### src/rtl/running_average_filter_defines.svh
// Assertion macros for the running average filter
`ifndef RUNNING_AVERAGE_FILTER_DEFINES_SVH
`define RUNNING_AVERAGE_FILTER_DEFINES_SVH

// same-cycle implication
`define RAF_ASSERT_IMPLY(label, clk, rst_n, ante, cons) \
    label: assert property (@(posedge clk) disable iff (!rst_n) (ante) |-> (cons)) \
        else $error("running_average_filter: assertion failed");

// next-cycle implication
`define RAF_ASSERT_NEXT(label, clk, rst_n, ante, cons) \
    label: assert property (@(posedge clk) disable iff (!rst_n) (ante) |=> (cons)) \
        else $error("running_average_filter: assertion failed");

`endif

### src/rtl/raf_pkg.sv
`timescale 1ns / 1ps
package raf_pkg;

    localparam int WindowMaxDefault  = 64;
    localparam int SampleBitsDefault = 16;
    localparam int CountBits         = 7;
    localparam logic [CountBits-1:0] WindowReset = 7'd64;

    typedef enum logic [2:0] {
        ST_IDLE   = 3'b001,
        ST_FETCH  = 3'b010,
        ST_DIVIDE = 3'b100
    } state_t;

    typedef struct packed {
        logic capture;
        logic update;
        logic load_out;
    } ctrl_cmd_t;

    typedef struct packed {
        logic div_done;
        logic out_free;
    } ctrl_status_t;

endpackage

### src/rtl/running_average_filter.sv
// A sample is captured in IDLE, the store is updated and the divider started in FETCH,
// and the result is loaded in DIVIDE once the divider is done and the output is free;
// a new sample is taken only back in IDLE. The radix-2 divider gives one quotient bit per cycle.
// Reset clears sum, write position and fill count and loads a window of 64; unwritten
// store entries are masked by the fill count, so there is no clearing pass.
// A window_size write clears sum, position and count in the same way.
`timescale 1ns / 1ps
`include "running_average_filter_defines.svh"
module running_average_filter
    import raf_pkg::*;
#(
    parameter int WINDOW_MAX  = WindowMaxDefault,
    parameter int SAMPLE_BITS = SampleBitsDefault
) (
    input  logic                          clk,
    input  logic                          rst_n,
    input  logic                          cfg_valid,
    output logic                          cfg_ready,
    input  logic [CountBits-1:0]          window_size,
    input  logic                          in_valid,
    output logic                          in_ready,
    input  logic signed [SAMPLE_BITS-1:0] sample,
    output logic                          out_valid,
    input  logic                          out_ready,
    output logic signed [SAMPLE_BITS-1:0] average,
    output logic [CountBits-1:0]          samples_held
);

    ctrl_cmd_t    cmd;
    ctrl_status_t status;

    assign cfg_ready = 1'b1;

    raf_ctrl u_ctrl (
        .clk      (clk),
        .rst_n    (rst_n),
        .in_valid (in_valid),
        .in_ready (in_ready),
        .status   (status),
        .cmd      (cmd)
    );

    raf_datapath #(
        .WINDOW_MAX  (WINDOW_MAX),
        .SAMPLE_BITS (SAMPLE_BITS)
    ) u_datapath (
        .clk          (clk),
        .rst_n        (rst_n),
        .cmd          (cmd),
        .status       (status),
        .sample       (sample),
        .cfg_we       (cfg_valid && cfg_ready),
        .window_size  (window_size),
        .out_valid    (out_valid),
        .out_ready    (out_ready),
        .average      (average),
        .samples_held (samples_held)
    );

    `RAF_ASSERT_NEXT(a_busy_after_accept, clk, rst_n, in_valid && in_ready, !in_ready)
    `RAF_ASSERT_IMPLY(a_held_nonzero, clk, rst_n, out_valid, samples_held != '0)
    `RAF_ASSERT_IMPLY(a_result_from_busy, clk, rst_n, $rose(out_valid), !$past(in_ready))

endmodule

### src/rtl/raf_ram.sv
`timescale 1ns / 1ps
module raf_ram #(
    parameter int WIDTH = 16,
    parameter int DEPTH = 64
) (
    input  logic                     clk,
    input  logic                     we,
    input  logic [$clog2(DEPTH)-1:0] waddr,
    input  logic [WIDTH-1:0]         wdata,
    input  logic                     re,
    input  logic [$clog2(DEPTH)-1:0] raddr,
    output logic [WIDTH-1:0]         rdata
);

    logic [WIDTH-1:0] mem [DEPTH];
    logic [WIDTH-1:0] rdata_reg;

    always_ff @(posedge clk)
    begin
        if (we)
        begin
            mem[waddr] <= wdata;
        end
        if (re)
        begin
            rdata_reg <= mem[raddr];
        end
    end

    assign rdata = rdata_reg;

endmodule

### src/rtl/raf_div.sv
`timescale 1ns / 1ps
module raf_div #(
    parameter int NUM_BITS = 22,
    parameter int DEN_BITS = 7
) (
    input  logic                       clk,
    input  logic                       rst_n,
    input  logic                       start,
    input  logic signed [NUM_BITS-1:0] numer,
    input  logic [DEN_BITS-1:0]        denom,
    output logic                       done,
    output logic signed [NUM_BITS-1:0] quotient
);

    localparam int StepBits = $clog2(NUM_BITS + 1);

    logic [NUM_BITS-1:0] quo_reg;
    logic [DEN_BITS-1:0] rem_reg;
    logic [DEN_BITS-1:0] den_reg;
    logic                neg_reg;
    logic [StepBits-1:0] step_reg;
    logic                busy_reg;
    logic                done_reg;
    logic [DEN_BITS:0]   trial;
    logic [DEN_BITS:0]   diff;
    logic                fits;

    assign trial = {rem_reg, quo_reg[NUM_BITS-1]};
    assign fits  = trial >= {1'b0, den_reg};
    assign diff  = trial - {1'b0, den_reg};

    always_ff @(posedge clk or negedge rst_n)
    begin
        if (!rst_n)
        begin
            busy_reg <= 1'b0;
            done_reg <= 1'b0;
            step_reg <= '0;
        end
        else if (start)
        begin
            busy_reg <= 1'b1;
            done_reg <= 1'b0;
            step_reg <= StepBits'(NUM_BITS);
        end
        else if (busy_reg)
        begin
            step_reg <= step_reg - 1'b1;
            if (step_reg == StepBits'(1))
            begin
                busy_reg <= 1'b0;
                done_reg <= 1'b1;
            end
        end
    end

    always_ff @(posedge clk)
    begin
        if (start)
        begin
            quo_reg <= numer[NUM_BITS-1] ? NUM_BITS'(-numer) : NUM_BITS'(numer);
            rem_reg <= '0;
            den_reg <= denom;
            neg_reg <= numer[NUM_BITS-1];
        end
        else if (busy_reg)
        begin
            rem_reg <= fits ? diff[DEN_BITS-1:0] : trial[DEN_BITS-1:0];
            quo_reg <= {quo_reg[NUM_BITS-2:0], fits};
        end
    end

    assign done     = done_reg;
    assign quotient = neg_reg ? -signed'(quo_reg) : signed'(quo_reg);

endmodule

### src/rtl/raf_datapath.sv
`timescale 1ns / 1ps
module raf_datapath
    import raf_pkg::*;
#(
    parameter int WINDOW_MAX  = WindowMaxDefault,
    parameter int SAMPLE_BITS = SampleBitsDefault
) (
    input  logic                          clk,
    input  logic                          rst_n,
    input  ctrl_cmd_t                     cmd,
    output ctrl_status_t                  status,
    input  logic signed [SAMPLE_BITS-1:0] sample,
    input  logic                          cfg_we,
    input  logic [CountBits-1:0]          window_size,
    output logic                          out_valid,
    input  logic                          out_ready,
    output logic signed [SAMPLE_BITS-1:0] average,
    output logic [CountBits-1:0]          samples_held
);

    localparam int PosBits = $clog2(WINDOW_MAX);
    localparam int SumBits = SAMPLE_BITS + $clog2(WINDOW_MAX);

    logic [CountBits-1:0]          window_reg;
    logic signed [SumBits-1:0]     sum_reg;
    logic signed [SumBits-1:0]     sum_next;
    logic [PosBits-1:0]            pos_reg;
    logic [PosBits-1:0]            pos_next;
    logic [CountBits-1:0]          count_reg;
    logic [CountBits-1:0]          count_next;
    logic signed [SAMPLE_BITS-1:0] sample_reg;
    logic signed [SAMPLE_BITS-1:0] old_sample;
    logic [SAMPLE_BITS-1:0]        rd_data;
    logic [CountBits-1:0]          eff_window;
    logic                          out_valid_reg;
    logic signed [SAMPLE_BITS-1:0] average_reg;
    logic [CountBits-1:0]          held_reg;
    logic                          div_done;
    logic signed [SumBits-1:0]     quotient;

    always_comb
    begin
        if (window_reg == '0)
        begin
            eff_window = CountBits'(1);
        end
        else if (int'(window_reg) > WINDOW_MAX)
        begin
            eff_window = CountBits'(WINDOW_MAX);
        end
        else
        begin
            eff_window = window_reg;
        end
    end

    // entries at or beyond the fill count have not been written since the clear
    assign old_sample = (count_reg < eff_window) ? '0 : signed'(rd_data);
    assign sum_next   = sum_reg - SumBits'(old_sample) + SumBits'(sample_reg);
    assign pos_next   = (int'(pos_reg) + 1 >= int'(eff_window)) ? '0 : pos_reg + 1'b1;
    assign count_next = (count_reg < eff_window) ? count_reg + 1'b1 : count_reg;

    raf_ram #(
        .WIDTH (SAMPLE_BITS),
        .DEPTH (WINDOW_MAX)
    ) u_store (
        .clk   (clk),
        .we    (cmd.update),
        .waddr (pos_reg),
        .wdata (sample_reg),
        .re    (cmd.capture),
        .raddr (pos_reg),
        .rdata (rd_data)
    );

    raf_div #(
        .NUM_BITS (SumBits),
        .DEN_BITS (CountBits)
    ) u_div (
        .clk      (clk),
        .rst_n    (rst_n),
        .start    (cmd.update),
        .numer    (sum_next),
        .denom    (count_next),
        .done     (div_done),
        .quotient (quotient)
    );

    always_ff @(posedge clk or negedge rst_n)
    begin
        if (!rst_n)
        begin
            window_reg    <= WindowReset;
            sum_reg       <= '0;
            pos_reg       <= '0;
            count_reg     <= '0;
            out_valid_reg <= 1'b0;
        end
        else
        begin
            if (cfg_we)
            begin
                window_reg <= window_size;
                sum_reg    <= '0;
                pos_reg    <= '0;
                count_reg  <= '0;
            end
            else if (cmd.update)
            begin
                sum_reg   <= sum_next;
                pos_reg   <= pos_next;
                count_reg <= count_next;
            end
            if (cmd.load_out)
            begin
                out_valid_reg <= 1'b1;
            end
            else if (out_ready)
            begin
                out_valid_reg <= 1'b0;
            end
        end
    end

    always_ff @(posedge clk)
    begin
        if (cmd.capture)
        begin
            sample_reg <= sample;
        end
        if (cmd.load_out)
        begin
            average_reg <= quotient[SAMPLE_BITS-1:0];
            held_reg    <= count_reg;
        end
    end

    assign status.div_done = div_done;
    assign status.out_free = !out_valid_reg || out_ready;
    assign out_valid       = out_valid_reg;
    assign average         = average_reg;
    assign samples_held    = held_reg;

endmodule

### src/rtl/raf_ctrl.sv
`timescale 1ns / 1ps
module raf_ctrl
    import raf_pkg::*;
(
    input  logic         clk,
    input  logic         rst_n,
    input  logic         in_valid,
    output logic         in_ready,
    input  ctrl_status_t status,
    output ctrl_cmd_t    cmd
);

    state_t state_reg;
    state_t state_next;

    always_comb
    begin
        state_next = state_reg;
        cmd        = '0;
        unique case (state_reg)
            ST_IDLE:
            begin
                if (in_valid)
                begin
                    cmd.capture = 1'b1;
                    state_next  = ST_FETCH;
                end
            end
            ST_FETCH:
            begin
                cmd.update = 1'b1;
                state_next = ST_DIVIDE;
            end
            ST_DIVIDE:
            begin
                if (status.div_done && status.out_free)
                begin
                    cmd.load_out = 1'b1;
                    state_next   = ST_IDLE;
                end
            end
            default:
            begin
                state_next = ST_IDLE;
            end
        endcase
    end

    always_ff @(posedge clk or negedge rst_n)
    begin
        if (!rst_n)
        begin
            state_reg <= ST_IDLE;
        end
        else
        begin
            state_reg <= state_next;
        end
    end

    assign in_ready = (state_reg == ST_IDLE);

endmodule

### config.mk
export PLATFORM = sky130hd
export DESIGN_NAME = running_average_filter
export DESIGN_NICKNAME = d
export VERILOG_FILES = /design/src/rtl/raf_pkg.sv /design/src/rtl/running_average_filter.sv /design/src/rtl/raf_ram.sv /design/src/rtl/raf_div.sv /design/src/rtl/raf_datapath.sv /design/src/rtl/raf_ctrl.sv
export VERILOG_INCLUDE_DIRS = /design/src /design/src/rtl
export SDC_FILE = /design/constraint.sdc
export NUM_CORES = 1
export LEC_CHECK = 0
export BUFFER_PORTS_ARGS = -buffer_cell sky130_fd_sc_hd__buf_2
export CELL_PAD_IN_SITES_DETAIL_PLACEMENT = 0
export CELL_PAD_IN_SITES_GLOBAL_PLACEMENT = 2
export CORE_ASPECT_RATIO = 0.8
export CORE_MARGIN = 2
export CORE_UTILIZATION = 47
export DETAILED_ROUTE_END_ITERATION = 10
export PLACE_DENSITY = 0.82
export SLEW_MARGIN = 15
export SYNTH_ARGS = -nofsm -noshare
export SYNTH_HDL_FRONTEND = slang
export SYNTH_SLANG_ARGS = --single-unit
### constraint.sdc
create_clock -name clk -period 5.84 [get_ports clk]
set_input_delay 1.168 -clock clk [delete_from_list [all_inputs] [get_ports clk]]
set_output_delay 1.168 -clock clk [all_outputs]
set_load 0.03 [all_outputs]
==> summary.md <==
| Metric | Value |
|---|---|
| Routed len/inst | 28.8 um |
| Sequential fraction of the synthesis area | 75.6% |
| Total Wirelength | 126000 um |
| Synth warn | 0 |
| R2r setup slk | 0.44 ns |
| Compound-Gate Fraction of Synth Area | 13.5% |
| CTS tree | built |
| Max FFs per register | 1024 |
| Number of vias per cell | 6.21 |
| H-tree depth | 3 |
| CP arrival | 5.82 ns |
| XOR/XNOR Fraction of Synth Area | 1.35% |
| Async S/R FF share, synth | 4.53% |
| Final Cycle Share | 92.5% |
| Pin count of the biggest net entering global routing | 98 |
| Avg Inst Size Synth | 16.0 um2 |
| Post-synth top area share | 72.4% |
| Switch Pwr | 3.27 mW |
| Top delay family on crit path | compound AO/OA/AOI/OAI gates |
| Crit path capture type | register |
| Clock slew at reported path FFs | 0.06 ns |
| Max Slew Vio Count | 0 |
| Simple-Gate Fraction of Synth Area | 4.55% |
| Main combinational cell family by area after synthesis | compound AO/OA/AOI/OAI gates |
| Final Hold Slack | 0.466 ns |
| Setup violators final | 0 |
| Switching Fraction | 20.0% |
| Hold Crit Class | register to register |
| CP max FO | 16 |
| Initial Util | 47.5% |
| Seq pwr share | 55.2% |
| First-pass GRT wire length | 183000 um |
| Initial DRC Count | 3588 |
| Post-Synth Adder-Cell Area | 2.29% |
| Pwr Density | 315 mW/mm2 |
| CP Data Required Time | 6.26 ns |
| Critical path type | register to register |
| Clk sinks | 1169 |
| Final hold violations | 0 |
| Detailed placer's ending HPWL | 73400 um |
| Layout fillers | 7627 |
| Mapped Area | 0.0460 mm2 |
| Detailed-route via count | 27259 |
| Leak pwr | 17.0 nW |
| Global route overflow | 0 |
| FF+latch count, synth | 1169 |
| Crit path buffers/inverters | 5 |
| Crit path top cell by count | inv_1 |
| Maximum vdd drop | 0.308 mV |
| Share of cells above drive strength 1 | 13.3% |
| Internal power | 13.1 mW |
| Combinational power share | 1.8% |
| Core box area | 0.0969 mm2 |
| Port Buf Inserts | 52 |
| Io pins | 54 |
| Synth Flop Type | edfxtp_1 |
| Final #Nets | 3096 |
| Startpoint Class | register |
| Clk pwr share | 43.0% |
| FMAX | 185 MHz |
| Cts bufs inserted | 111 |
| Die height | 284 um |
| Most frequent cells in the layout | edfxtp_1 (1109), a22oi_1 (300), nand2_1 (132), buf_4 (128), nor2_1 (122) |
| CTS Hold Bufs | 0 |
| Root Driver | clkbuf_16 |
| Top cells by area, synth | edfxtp_1 (72%), a22oi_1 (4.9%), dfrtp_1 (2.8%) |
| Layout Area Growth over Synthesis | 13.2% |
| Worst path slowest cell | dfstp_2 |
| Relative slew slack | 22.5% |
| DRT antenna net count | 0 |
| Dpl ws | 0.364 ns |
| Mux cell area share after synthesis | 0.348% |
| Gpl congestion | 0.865 |
| Largest area contributor in the synthesized netlist | edfxtp_1 |
| Die ar. | 0.100 mm2 |
| DR pass1 iterations | 5 |
| Die X | 354 um |
| Worst-Skew Late Latency | 0.70 ns |
| Worst path cell trace | inv_1 -> nand2_1 -> ha_1 -> o31ai_1 -> nand2b_1 -> a21oi_1 -> o211ai_1 -> buf_4 -> nand2_1 -> inv_1 -> fa_1 -> inv_1 -> ha_1 -> a21oi_4 -> inv_1 -> a221o_1 -> a221o_1 -> or3_4 -> a2111oi_4 -> a41oi_1 -> xor2_1 -> o21ai_1 |
| Clock Path Buffers | 3 |
| Antenna violations before repair | 9 |
| Worst slew pin tran | 1.15 ns |
| Rows | 102 |
| Synthesized net count | 2966 |
| Max capacitance violation total | 0 |
| Post-route setup slack | 0.439 ns |
| Cells after synthesis | 2867 |
| Final Critical Period | 5.40 ns |
| TNS Setup | 0 ns |
| Commonest non-fill, non-tap cell in the layout | edfxtp_1 |
| Post-layout power | 16.4 mW |
| EDFF count, synth | 1109 |
| ANT cells | 0 |
| Crit-path max cell delay | 0.55 ns |
| DRC | 0 |
| Vias in the first global route | 26309 |
| GRT Total Usage | 24.9% |
| Outcome | complete, no violations |
| Skew final | 0.0490 ns |
| Library cells used by synthesis | 80 |
cell usage after synthesis (7+ instances only):
cell type  count
and2_1        21
a211oi_1       8
a21o_1         9
a221oi_1     106
nor2b_1        7
inv_1        109
nor2_1       125
nor3_1        31
xor2_1        21
and3_1        10
a41oi_1       23
mux2_2         8
buf_1         25
a22oi_1      300
mux2i_1        7
nand2b_1      15
dfrtp_1       51
nor4_1        36
o21ai_0       48
dfxtp_1        7
clkbuf_1     142
nand3_1       21
a21oi_1       53
fa_1          22
a31oi_1      111
ha_1          49
o31ai_1       11
nand2_1      132
edfxtp_1    1109
a22o_1       107
xnor2_1       50
final cells by class:
type / count / area, um2 / area share, %
Inverter: 109 / 409 / 0.786
Sequential cell: 1169 / 34800 / 66.8
Clock buffer: 135 / 2910 / 5.59
Tap cell: 1300 / 1630 / 3.13
Timing Repair Buffer: 189 / 1400 / 2.69
Multi-Input combinational cell: 1417 / 10300 / 19.7
Clock inverter: 72 / 649 / 1.25
power by group through the flow:
stage | Sequential [mW] | Clock [mW] | Combinational, mW
CTS | 9.04 | 7.12 | 0.281
global placement | 9.22 | 0 | 0.277
finish | 9.04 | 7.05 | 0.287
detailed placement | 9.22 | 0 | 0.279
floorplan | 9.22 | 0 | 0.201
global route | 9.04 | 7.44 | 0.323
what timing repair did:
item                                    in CTS  in global routing
setup buffers                                0                  2
resized for setup                            0                 13
endpoints found under the setup margin       0                  9
metal layers:
metal | GRT usage (%) | up-vias | part of all wire [%]
li1 | - | 11799 | -
met1 | 37.7 | 13806 | 43
met2 | 36.7 | 1446 | 44
met3 | 5.33 | 198 | 10
met4 | 6.60 | 10 | 2.5
met5 | 0 | - | 0.052
per-stage QoR:
step	instance area [um2]	utilization [%]	cells
after detailed placement	48400	50.0	4182
after global routing	52000	53.7	4391
after CTS	52000	53.6	4389
after floorplan	46000	-	2867
final	52000	53.7	4391
after global placement	48400	50.0	4182
tightest hold or removal path, stage by stage (launching register included):
cell and delay, ns:
dfxtp_1 0.31, nand3_1 0.06, nand2_1 0.05
logic make-up after synthesis:
| logic type | after synthesis |
|---|---|
| muxes | 15 |
| AOI/OAI and AO/OA | 824 |
| xor gates and xnor gates | 71 |
| buffers and inverters | 281 |
| other | 1 |
| and+or+nand+nor | 435 |
| DFF | 1169 |
| adders and majority gates | 71 |
worst paths after layout:
| path | start | end | cells after the start |
|---|---|---|---|
| worst max-delay path | u_datapath.window_reg[6] | u_datapath.u_div.quo_reg[20] | 22 |
| worst min-delay path | u_datapath.u_div.rem_reg[6] | u_datapath.u_div.rem_reg[6] | 2 |
| worst max register to register | u_datapath.window_reg[6] | u_datapath.u_div.quo_reg[20] | 22 |
| worst min register to register | u_datapath.u_div.rem_reg[6] | u_datapath.u_div.rem_reg[6] | 2 |
| max in group asynchronous | rst_n | u_datapath.sum_reg[14] | 2 |
| min in group asynchronous | rst_n | u_datapath.count_reg[5] | 2 |
No activity file was read; power rests on OpenSTA's default activity.
